<file path="src/design/dashed_line_splitter_defines.svh">
// ----------------------------------------------------------------------------
// dashed_line_splitter_defines
// Assertion macros used by the dashed line splitter sequencer (dls_ctrl).
// ----------------------------------------------------------------------------
`ifndef DASHED_LINE_SPLITTER_DEFINES_SVH
`define DASHED_LINE_SPLITTER_DEFINES_SVH

// same-cycle implication
`define DLS_ASSERT_NOW(lbl, ante, cons, msg) \
    lbl: assert property (@(posedge clk) disable iff (!rst_n) (ante) |-> (cons)) \
        else $error(msg);

// next-cycle implication
`define DLS_ASSERT_NEXT(lbl, ante, cons, msg) \
    lbl: assert property (@(posedge clk) disable iff (!rst_n) (ante) |=> (cons)) \
        else $error(msg);

`endif

</file>
<file path="src/design/dls_pkg.sv">
// ----------------------------------------------------------------------------
// dls_pkg
// Types and constants of the dashed line splitter.
// ----------------------------------------------------------------------------
package dls_pkg;

    localparam int unsigned CfgW    = 24;
    localparam int unsigned SqrtIter = 35;   // result bits of the square root
    localparam int unsigned DivIter  = 30;   // quotient bits below the leading one

    localparam logic [CfgW-1:0] DASH_RESET = 24'd131072;  // 2.0
    localparam logic [CfgW-1:0] GAP_RESET  = 24'd81920;   // 1.25

    localparam logic [2:0] ADDR_DASH = 3'd0;
    localparam logic [2:0] ADDR_GAP  = 3'd4;

    typedef struct packed {
        logic signed [31:0] start_x;
        logic signed [31:0] start_y;
        logic signed [31:0] start_z;
        logic signed [31:0] end_x;
        logic signed [31:0] end_y;
        logic signed [31:0] end_z;
        logic               dashed;
    } in_beat_t;

    typedef struct packed {
        logic signed [31:0] piece_start_x;
        logic signed [31:0] piece_start_y;
        logic signed [31:0] piece_start_z;
        logic signed [31:0] piece_end_x;
        logic signed [31:0] piece_end_y;
        logic signed [31:0] piece_end_z;
        logic               last_piece;
        logic               truncated;
    } out_beat_t;

    typedef enum logic [3:0] {
        ST_IDLE,
        ST_SQ,
        ST_RINIT,
        ST_SQRT,
        ST_CHK,
        ST_DIVI,
        ST_DIV,
        ST_DST,
        ST_MUL,
        ST_ADD,
        ST_EMIT,
        ST_PASS
    } state_t;

    typedef struct packed {
        logic       load_in;
        logic       sq_acc;
        logic       sqrt_init;
        logic       sqrt_step;
        logic       div_init;
        logic       div_step;
        logic       div_store;
        logic       dash_init;
        logic       mul;
        logic       add;
        logic       dash_adv;
        logic       out_load;
        logic       pass;
        logic       last;
        logic       trunc;
        logic [1:0] comp;
        logic       sel_end;
        logic [2:0] pt;
    } cmd_t;

    typedef struct packed {
        logic len_zero;
        logic more;
        logic out_free;
    } status_t;

endpackage

</file>
<file path="src/design/dls_ctrl.sv">
// ----------------------------------------------------------------------------
// dls_ctrl
// Sequencer: squares, root, three divides, then six points per dash; plain segments pass through.
// ----------------------------------------------------------------------------
module dls_ctrl #(
    parameter int unsigned MAX_DASHES = 64
) (
    input  logic               clk,
    input  logic               rst_n,
    input  logic               in_valid,
    input  logic               in_dashed,
    output logic               in_stall,
    input  dls_pkg::status_t   st,
    output dls_pkg::cmd_t      cmd
);
    import dls_pkg::*;

    localparam int unsigned NW = $clog2(MAX_DASHES + 1);

    state_t        state_reg, state_next;
    logic [5:0]    cnt_reg, cnt_next;
    logic [1:0]    comp_reg, comp_next;
    logic [2:0]    pt_reg, pt_next;
    logic [NW-1:0] n_reg, n_next;
    logic          cap;

    assign cap      = (n_reg + 1'b1) >= NW'(MAX_DASHES);
    assign in_stall = (state_reg != ST_IDLE);

    always_ff @(posedge clk or negedge rst_n)
    begin
        if (!rst_n)
        begin
            state_reg <= ST_IDLE;
            cnt_reg   <= '0;
            comp_reg  <= '0;
            pt_reg    <= '0;
            n_reg     <= '0;
        end
        else
        begin
            state_reg <= state_next;
            cnt_reg   <= cnt_next;
            comp_reg  <= comp_next;
            pt_reg    <= pt_next;
            n_reg     <= n_next;
        end
    end

    always_comb
    begin
        state_next = state_reg;
        cnt_next   = cnt_reg;
        comp_next  = comp_reg;
        pt_next    = pt_reg;
        n_next     = n_reg;
        cmd        = '0;
        cmd.comp   = comp_reg;
        cmd.pt     = pt_reg;
        case (state_reg)
            ST_IDLE:
            begin
                if (in_valid)
                begin
                    cmd.load_in = 1'b1;
                    comp_next   = '0;
                    state_next  = in_dashed ? ST_SQ : ST_PASS;
                end
            end
            ST_SQ:
            begin
                cmd.sq_acc = 1'b1;
                comp_next  = comp_reg + 2'd1;
                if (comp_reg == 2'd2)
                    state_next = ST_RINIT;
            end
            ST_RINIT:
            begin
                cmd.sqrt_init = 1'b1;
                cnt_next      = '0;
                state_next    = ST_SQRT;
            end
            ST_SQRT:
            begin
                cmd.sqrt_step = 1'b1;
                cnt_next      = cnt_reg + 6'd1;
                if (cnt_reg == 6'(SqrtIter - 1))
                    state_next = ST_CHK;
            end
            ST_CHK:
            begin
                comp_next  = '0;
                state_next = st.len_zero ? ST_IDLE : ST_DIVI;
            end
            ST_DIVI:
            begin
                cmd.div_init = 1'b1;
                cnt_next     = '0;
                state_next   = ST_DIV;
            end
            ST_DIV:
            begin
                cmd.div_step = 1'b1;
                cnt_next     = cnt_reg + 6'd1;
                if (cnt_reg == 6'(DivIter - 1))
                    state_next = ST_DST;
            end
            ST_DST:
            begin
                cmd.div_store = 1'b1;
                if (comp_reg == 2'd2)
                begin
                    cmd.dash_init = 1'b1;
                    pt_next       = '0;
                    n_next        = '0;
                    comp_next     = '0;
                    state_next    = ST_MUL;
                end
                else
                begin
                    comp_next  = comp_reg + 2'd1;
                    state_next = ST_DIVI;
                end
            end
            ST_MUL:
            begin
                cmd.mul     = 1'b1;
                cmd.sel_end = (pt_reg >= 3'd3);
                state_next  = ST_ADD;
            end
            ST_ADD:
            begin
                cmd.add = 1'b1;
                if (pt_reg == 3'd5)
                    state_next = ST_EMIT;
                else
                begin
                    pt_next    = pt_reg + 3'd1;
                    comp_next  = (comp_reg == 2'd2) ? 2'd0 : comp_reg + 2'd1;
                    state_next = ST_MUL;
                end
            end
            ST_EMIT:
            begin
                if (st.out_free)
                begin
                    cmd.out_load = 1'b1;
                    cmd.dash_adv = 1'b1;
                    cmd.last     = !st.more || cap;
                    cmd.trunc    = st.more && cap;
                    n_next       = n_reg + 1'b1;
                    pt_next      = '0;
                    comp_next    = '0;
                    state_next   = (!st.more || cap) ? ST_IDLE : ST_MUL;
                end
            end
            ST_PASS:
            begin
                if (st.out_free)
                begin
                    cmd.out_load = 1'b1;
                    cmd.pass     = 1'b1;
                    cmd.last     = 1'b1;
                    state_next   = ST_IDLE;
                end
            end
            default:
            begin
                state_next = ST_IDLE;
            end
        endcase
    end

`include "dashed_line_splitter_defines.svh"

    `DLS_ASSERT_NOW(a_load_free, cmd.out_load, st.out_free, "result loaded over a waiting beat")
    `DLS_ASSERT_NOW(a_n_cap, 1'b1, n_reg <= NW'(MAX_DASHES), "dash count past cap")
    `DLS_ASSERT_NEXT(a_zero_len, (state_reg == ST_CHK) && st.len_zero, state_reg == ST_IDLE, "zero length not dropped")
    `DLS_ASSERT_NOW(a_trunc_last, cmd.trunc, cmd.last && cmd.out_load, "truncated on non-final beat")

endmodule
</file>
<file path="config.mk">
export PLATFORM = sky130hd
export DESIGN_NAME = dls_ctrl
export DESIGN_NICKNAME = d
export VERILOG_FILES = /design/src/design/dls_pkg.sv /design/src/design/dls_ctrl.sv
export VERILOG_INCLUDE_DIRS = /design/src /design/src/design
export SDC_FILE = /design/constraint.sdc
export NUM_CORES = 1
export LEC_CHECK = 0
export BUFFER_PORTS_ARGS = -buffer_cell sky130_fd_sc_hd__buf_2
export CAP_MARGIN = 30
export CORE_AREA = 3 3 61 63
export CTS_BUF_LIST = sky130_fd_sc_hd__clkbuf_16
export CTS_CLUSTER_SIZE = 12
export DETAILED_ROUTE_END_ITERATION = 10
export DIE_AREA = 0 0 64 66
export HOLD_SLACK_MARGIN = 0.05
export PLACE_DENSITY = 0.76
export SLEW_MARGIN = 20
export SYNTH_ARGS = -nofsm -noshare
export SYNTH_HDL_FRONTEND = slang
export SYNTH_SLANG_ARGS = --single-unit
</file>
<file path="constraint.sdc">
create_clock -name clk -period 3 [get_ports clk]
set_input_delay 0.3 -clock clk [delete_from_list [all_inputs] [get_ports clk]]
set_output_delay 0.3 -clock clk [all_outputs]
set_load 0.03 [all_outputs]
</file>
# Word-level counts from Yosys, hierarchy flattened
# Cells that the tools add are included.
dict set report classes {
  addsub 4
  n_lt_le_gt_ge 2
  eq_ne 23
  n_mux 45
  n_reduce_logical 15
}
# operator n
set ops {}
lappend ops {{4-bit one-hot mux with 12 select lines} 1}
lappend ops {{4-bit two-way mux} 9}
lappend ops {{4-bit by 3-bit == test with 1-bit output (second input constant)} 4}
lappend ops {{4-bit == test (second input constant)} 4}
lappend ops {{2-bit two-way mux} 8}
lappend ops {{2-bit != test (second input constant)} 8}
lappend ops {{3-bit two-way mux} 5}
lappend ops {{1-bit two-way mux} 14}
lappend ops {{7-bit two-way mux} 2}
lappend ops {{7-bit one-hot mux with 2 select lines} 1}
lappend ops {{2-bit one-hot mux with 6 select lines} 1}
lappend ops {{6-bit one-hot mux with 2 select lines} 1}
lappend ops {{3-bit one-hot mux with 3 select lines} 1}
lappend ops {{4-bit by 2-bit == test with 1-bit output (second input constant)} 2}
lappend ops {{4-bit AND reduction} 2}
lappend ops {{7-bit by 1-bit adder with 7-bit output (second input constant)} 1}
lappend ops {{7-bit >= comparator (second input constant)} 1}
lappend ops {{6-bit by 1-bit adder with 6-bit output (second input constant)} 1}
lappend ops {{6-bit by 5-bit == test with 1-bit output (second input constant)} 1}
lappend ops {{6-bit == test (second input constant)} 1}
lappend ops {{6-bit AND reduction} 1}
lappend ops {{6-bit nonzero test} 1}
lappend ops {{4-bit by 1-bit == test with 1-bit output (second input constant)} 1}
lappend ops {{4-bit zero test} 1}
lappend ops {{14 further kinds} 17}
dict set report totals {
  ff_bits 22
  inputBits 7
  output_inout_bits 22
  word_cells 94
}

# Depth between registers and ports, before layout
dict set report logic_depth {
  depth_word 6
  ltp_mapped 7
  mapped_depth_nobuf 7
}

# Least setup slack after synthesis
# OpenSTA, ideal clock, no wires.
dict set report synth_path {
  path_type {flip-flop to output port}
  startpoint {reg pt_reg[0]}
  endpoint {out cmd[3] (netlist name)}
  arrival_ns 1.852
  t_required_ns 2.700
  slack_ns 0.848
  stages_incl_launch_ff 5
  n_path_buf 0
  cell_sequence {dfrtp_1 ha_1 ha_1 a211oi_1 nor4_1}
}
# item line_no
set synth_lines {}
lappend synth_lines {{from (decl)} dls_ctrl.sv:23} ;# logic [2:0] pt_reg, pt_next;
lappend synth_lines {{from (signal assigned)} dls_ctrl.sv:45} ;# pt_reg <= pt_next;
lappend synth_lines {{to (decl)} dls_ctrl.sv:14} ;# output dls_pkg::cmd_t cmd

==> results.sh <==
export IMPL_drc=0
export IMPL_cp_top_family="flip-flops"
export IMPL_numPortBuffers=28
export IMPL_synth_avg_cell_area_um2=8.298
export IMPL_hp_class="in2reg"
export IMPL_ant_nets=0
export IMPL_htree_levels=1
export IMPL_gp_congestion=0.8644
export IMPL_clock_sinks=22
export IMPL_antenna_found_initial=0
export IMPL_critPathLaunchType="flip-flop"
export IMPL_clockBufferDepth=2
export IMPL_fmax_mhz=419.1
export IMPL_nFillCells=313
export IMPL_power_switching_uw=113.0
export IMPL_power_density_nw_per_um2=297.2
export IMPL_core_area_um2=3284
export IMPL_synth_cells=212
export IMPL_grt_pass1_vias=1488
export IMPL_synth_seq_cells=22
export IMPL_power_uw=591.9
export IMPL_crit_arrival_ns=2.09
export IMPL_maxSlewHeadroom_pct=44.76
export IMPL_dpl_cell_area_um2=1903
export IMPL_setup_violations_final=0
export IMPL_p_sw_share_pct=19.10
export IMPL_post_route_period_util_pct=79.53
export IMPL_synth_distinct_cells=48
export IMPL_intPower_uw=478.9
export IMPL_path_clk_slew_ns=0.06
export IMPL_drv_cap=0
export IMPL_grtUsageTotal_pct=19.91
export IMPL_die_h_um=66
export IMPL_tritoncts="done"
export IMPL_die_w_um=64
export IMPL_largest_reg_flops=7
export IMPL_ir_worst_vdd_uv=179.9
export IMPL_yosysWarnings=0
export IMPL_run_status="finished clean"
export IMPL_grt_max_degree=31
export IMPL_worst_slew_pin_slew_ns=0.8285
export IMPL_cts_root_buffer="clkbuf_16"
export IMPL_yosysSeqAreaShare_pct=31.29
export IMPL_pwr_share_comb_pct=2.1
export IMPL_critPathKind="reg2out"
export IMPL_start_util_pct=53.56
export IMPL_power_frac_clock_pct=47.7
export IMPL_dr_pass1_iters=4
export IMPL_worst_setup_path_end_kind="output pin"
export IMPL_ctsResizeCount=0
export IMPL_worstPathRequired_ns=2.70
export IMPL_vias=1627
export IMPL_crit_fanout=30
export IMPL_routedWlPerCell_um=13.89
export IMPL_finClkSkew_ns=0.003299
export IMPL_fin_area_um2=1992
export IMPL_p_leak_uw=0.0009836
export IMPL_die_area_um2=4224
export IMPL_overflow=0
export IMPL_grt_pass1_wl_mm=6.672
export IMPL_tns_ns=0
export IMPL_post_drt_via_cell_ratio=5.790
export IMPL_seq_area_um2=550.5
export IMPL_hold_viol_final=0
export IMPL_insertion_delay_ns=0.26
export IMPL_layout_cells_most_common="buf_2"
export IMPL_p_seq_share_pct=50.1
export IMPL_cp_slowest_cell="dfrtp_1"
export IMPL_hpwl_mm=2.905
export IMPL_slew_violations=0
export IMPL_wirelength_mm=3.903
export IMPL_multi_input_area_um2=1087
export IMPL_areaGrowthSynthToFinish_pct=13.23
export IMPL_drtIter0Drc=86
export IMPL_final_nets=253
export IMPL_rows=21
export IMPL_syn_area_um2=1759
export IMPL_min_period_ns=2.386
export IMPL_path_cells="and2b_1, nand3_1, inv_2, nand2_1, nor2_1, buf_2"
export IMPL_final_cell_mix="buf_2, nand2_1, dfrtp_1"
export IMPL_crit_buf_inv=2
export IMPL_rsz0062_at_grt="no"
export IMPL_slowest_delay_ns=0.88
export IMPL_syn_num_nets=229
export IMPL_drive_gt1_share_pct=20.00
export IMPL_numCtsBuffers=3
export IMPL_diodes=0
export IMPL_ioPinCount=29
==> stage by stage <==
step                      util (%)  hold slack [ns]  worst slack, ns  std cells
after detailed placement     57.94           0.2949           0.7542        276
final                        60.65           0.4119           0.6140        281
after global routing         60.65           0.4547           0.4724        281
after CTS                    60.65           0.4116           0.6365        281
after global placement       57.94           0.2910           0.8110        276
after floorplan                  -         0.004409           0.8483        212
==> cell type report <==
type,count,area share (%)
inverter,12,2.261
clock inverter,1,0.1884
tap,46,2.889
timing repair buffer,32,8.668
sequential,22,27.64
clock buffer,3,3.769
multi-input combinational,165,54.59
==> synthesized netlist by cell type (all sizes together) <==
cell type | instances | area share [%]
nor3b | 1 | 0.43
and2b | 4 | 1.7
a2bb2oi | 1 | 0.50
xor2 | 5 | 2.5
clkbuf | 2 | 0.43
nor3 | 12 | 3.4
inv | 12 | 2.6
o31ai | 1 | 0.43
buf | 11 | 3.9
a21oi | 15 | 4.5
nand3b | 2 | 0.85
o221ai | 1 | 0.50
nand2 | 22 | 4.7
or2 | 2 | 0.71
o22ai | 3 | 1.1
o2111ai | 1 | 0.85
a22o | 3 | 1.5
mux2i | 3 | 1.7
nor2b | 1 | 0.36
nor2 | 21 | 4.5
dfrtp | 22 | 31
maj3 | 3 | 1.7
o211ai | 4 | 2.3
and2 | 3 | 1.2
o21ai | 9 | 2.6
nand2b | 5 | 1.8
a32o | 1 | 0.57
ha | 10 | 7.1
and3 | 8 | 2.8
nand3 | 3 | 0.85
a41oi | 3 | 1.5
a211oi | 3 | 2.0
a31oi | 1 | 0.36
or3 | 1 | 0.36
nor4 | 2 | 0.71
nand4 | 6 | 2.1
and3b | 1 | 0.71
a21o | 1 | 0.43
mux2 | 3 | 2.6
==> worst paths after layout <==
| check | start | end | slack [ns] | cells past startpoint |
|---|---|---|---|---|
| worst max-delay path | state_reg[1] | cmd[6] | 0.61 | 6 |
| worst min-delay path | st[1] | state_reg[3] | 0.41 | 3 |
| worst max register to register | state_reg[1] | pt_reg[1] | 0.71 | 5 |
| worst min register to register | n_reg[6] | n_reg[6] | 0.52 | 1 |
| max in group asynchronous | rst_n | cnt_reg[2] | 2.12 | 2 |
| min in group asynchronous | rst_n | n_reg[1] | 0.54 | 2 |
==> cell families after synthesis <==
group	synth area share, %
compound gates	18.99
flops	31.29
xor+xnor	2.489
mux	4.267
simple gates	27.24
fa+ha+maj	8.819
buf+inv	6.899
==> power by group through the flow <==
stage	combinational [uW]	clock, uW	sequential [uW]
CTS	13.0	291	297
global placement	12.0	0	302
finish	12.6	283	297
global route	14.7	302	297
detailed placement	12.1	0	302
floorplan	0.979	0	302
==> routing by layer <==
layer | track usage (%) | wire length (um) | up-vias
met1 | 26.57 | 1843 | 775
met3 | 2.211 | 150 | 8
met2 | 31.87 | 1810 | 45
li1 | - | - | 799
met4 | 9.973 | 98 | 0
met5 | 0 | 0 | -
==> worst register-to-register path: stages, from the launching register on <==
cell and delay (ns):
dfrtp_1 0.88, and2_4 0.29, and3_1 0.33, a21oi_2 0.08
a211oi_4 0.26, mux2_4 0.33
==> what timing repair did <==
| item | in CTS | in global routing |
|---|---|---|
| endpoints found under the hold margin | 22 | 0 |
| hold buffers | 1 | 0 |
| buffers inserted | 0 | 0 |
Note: power is estimated with default switching activity, not from simulation.
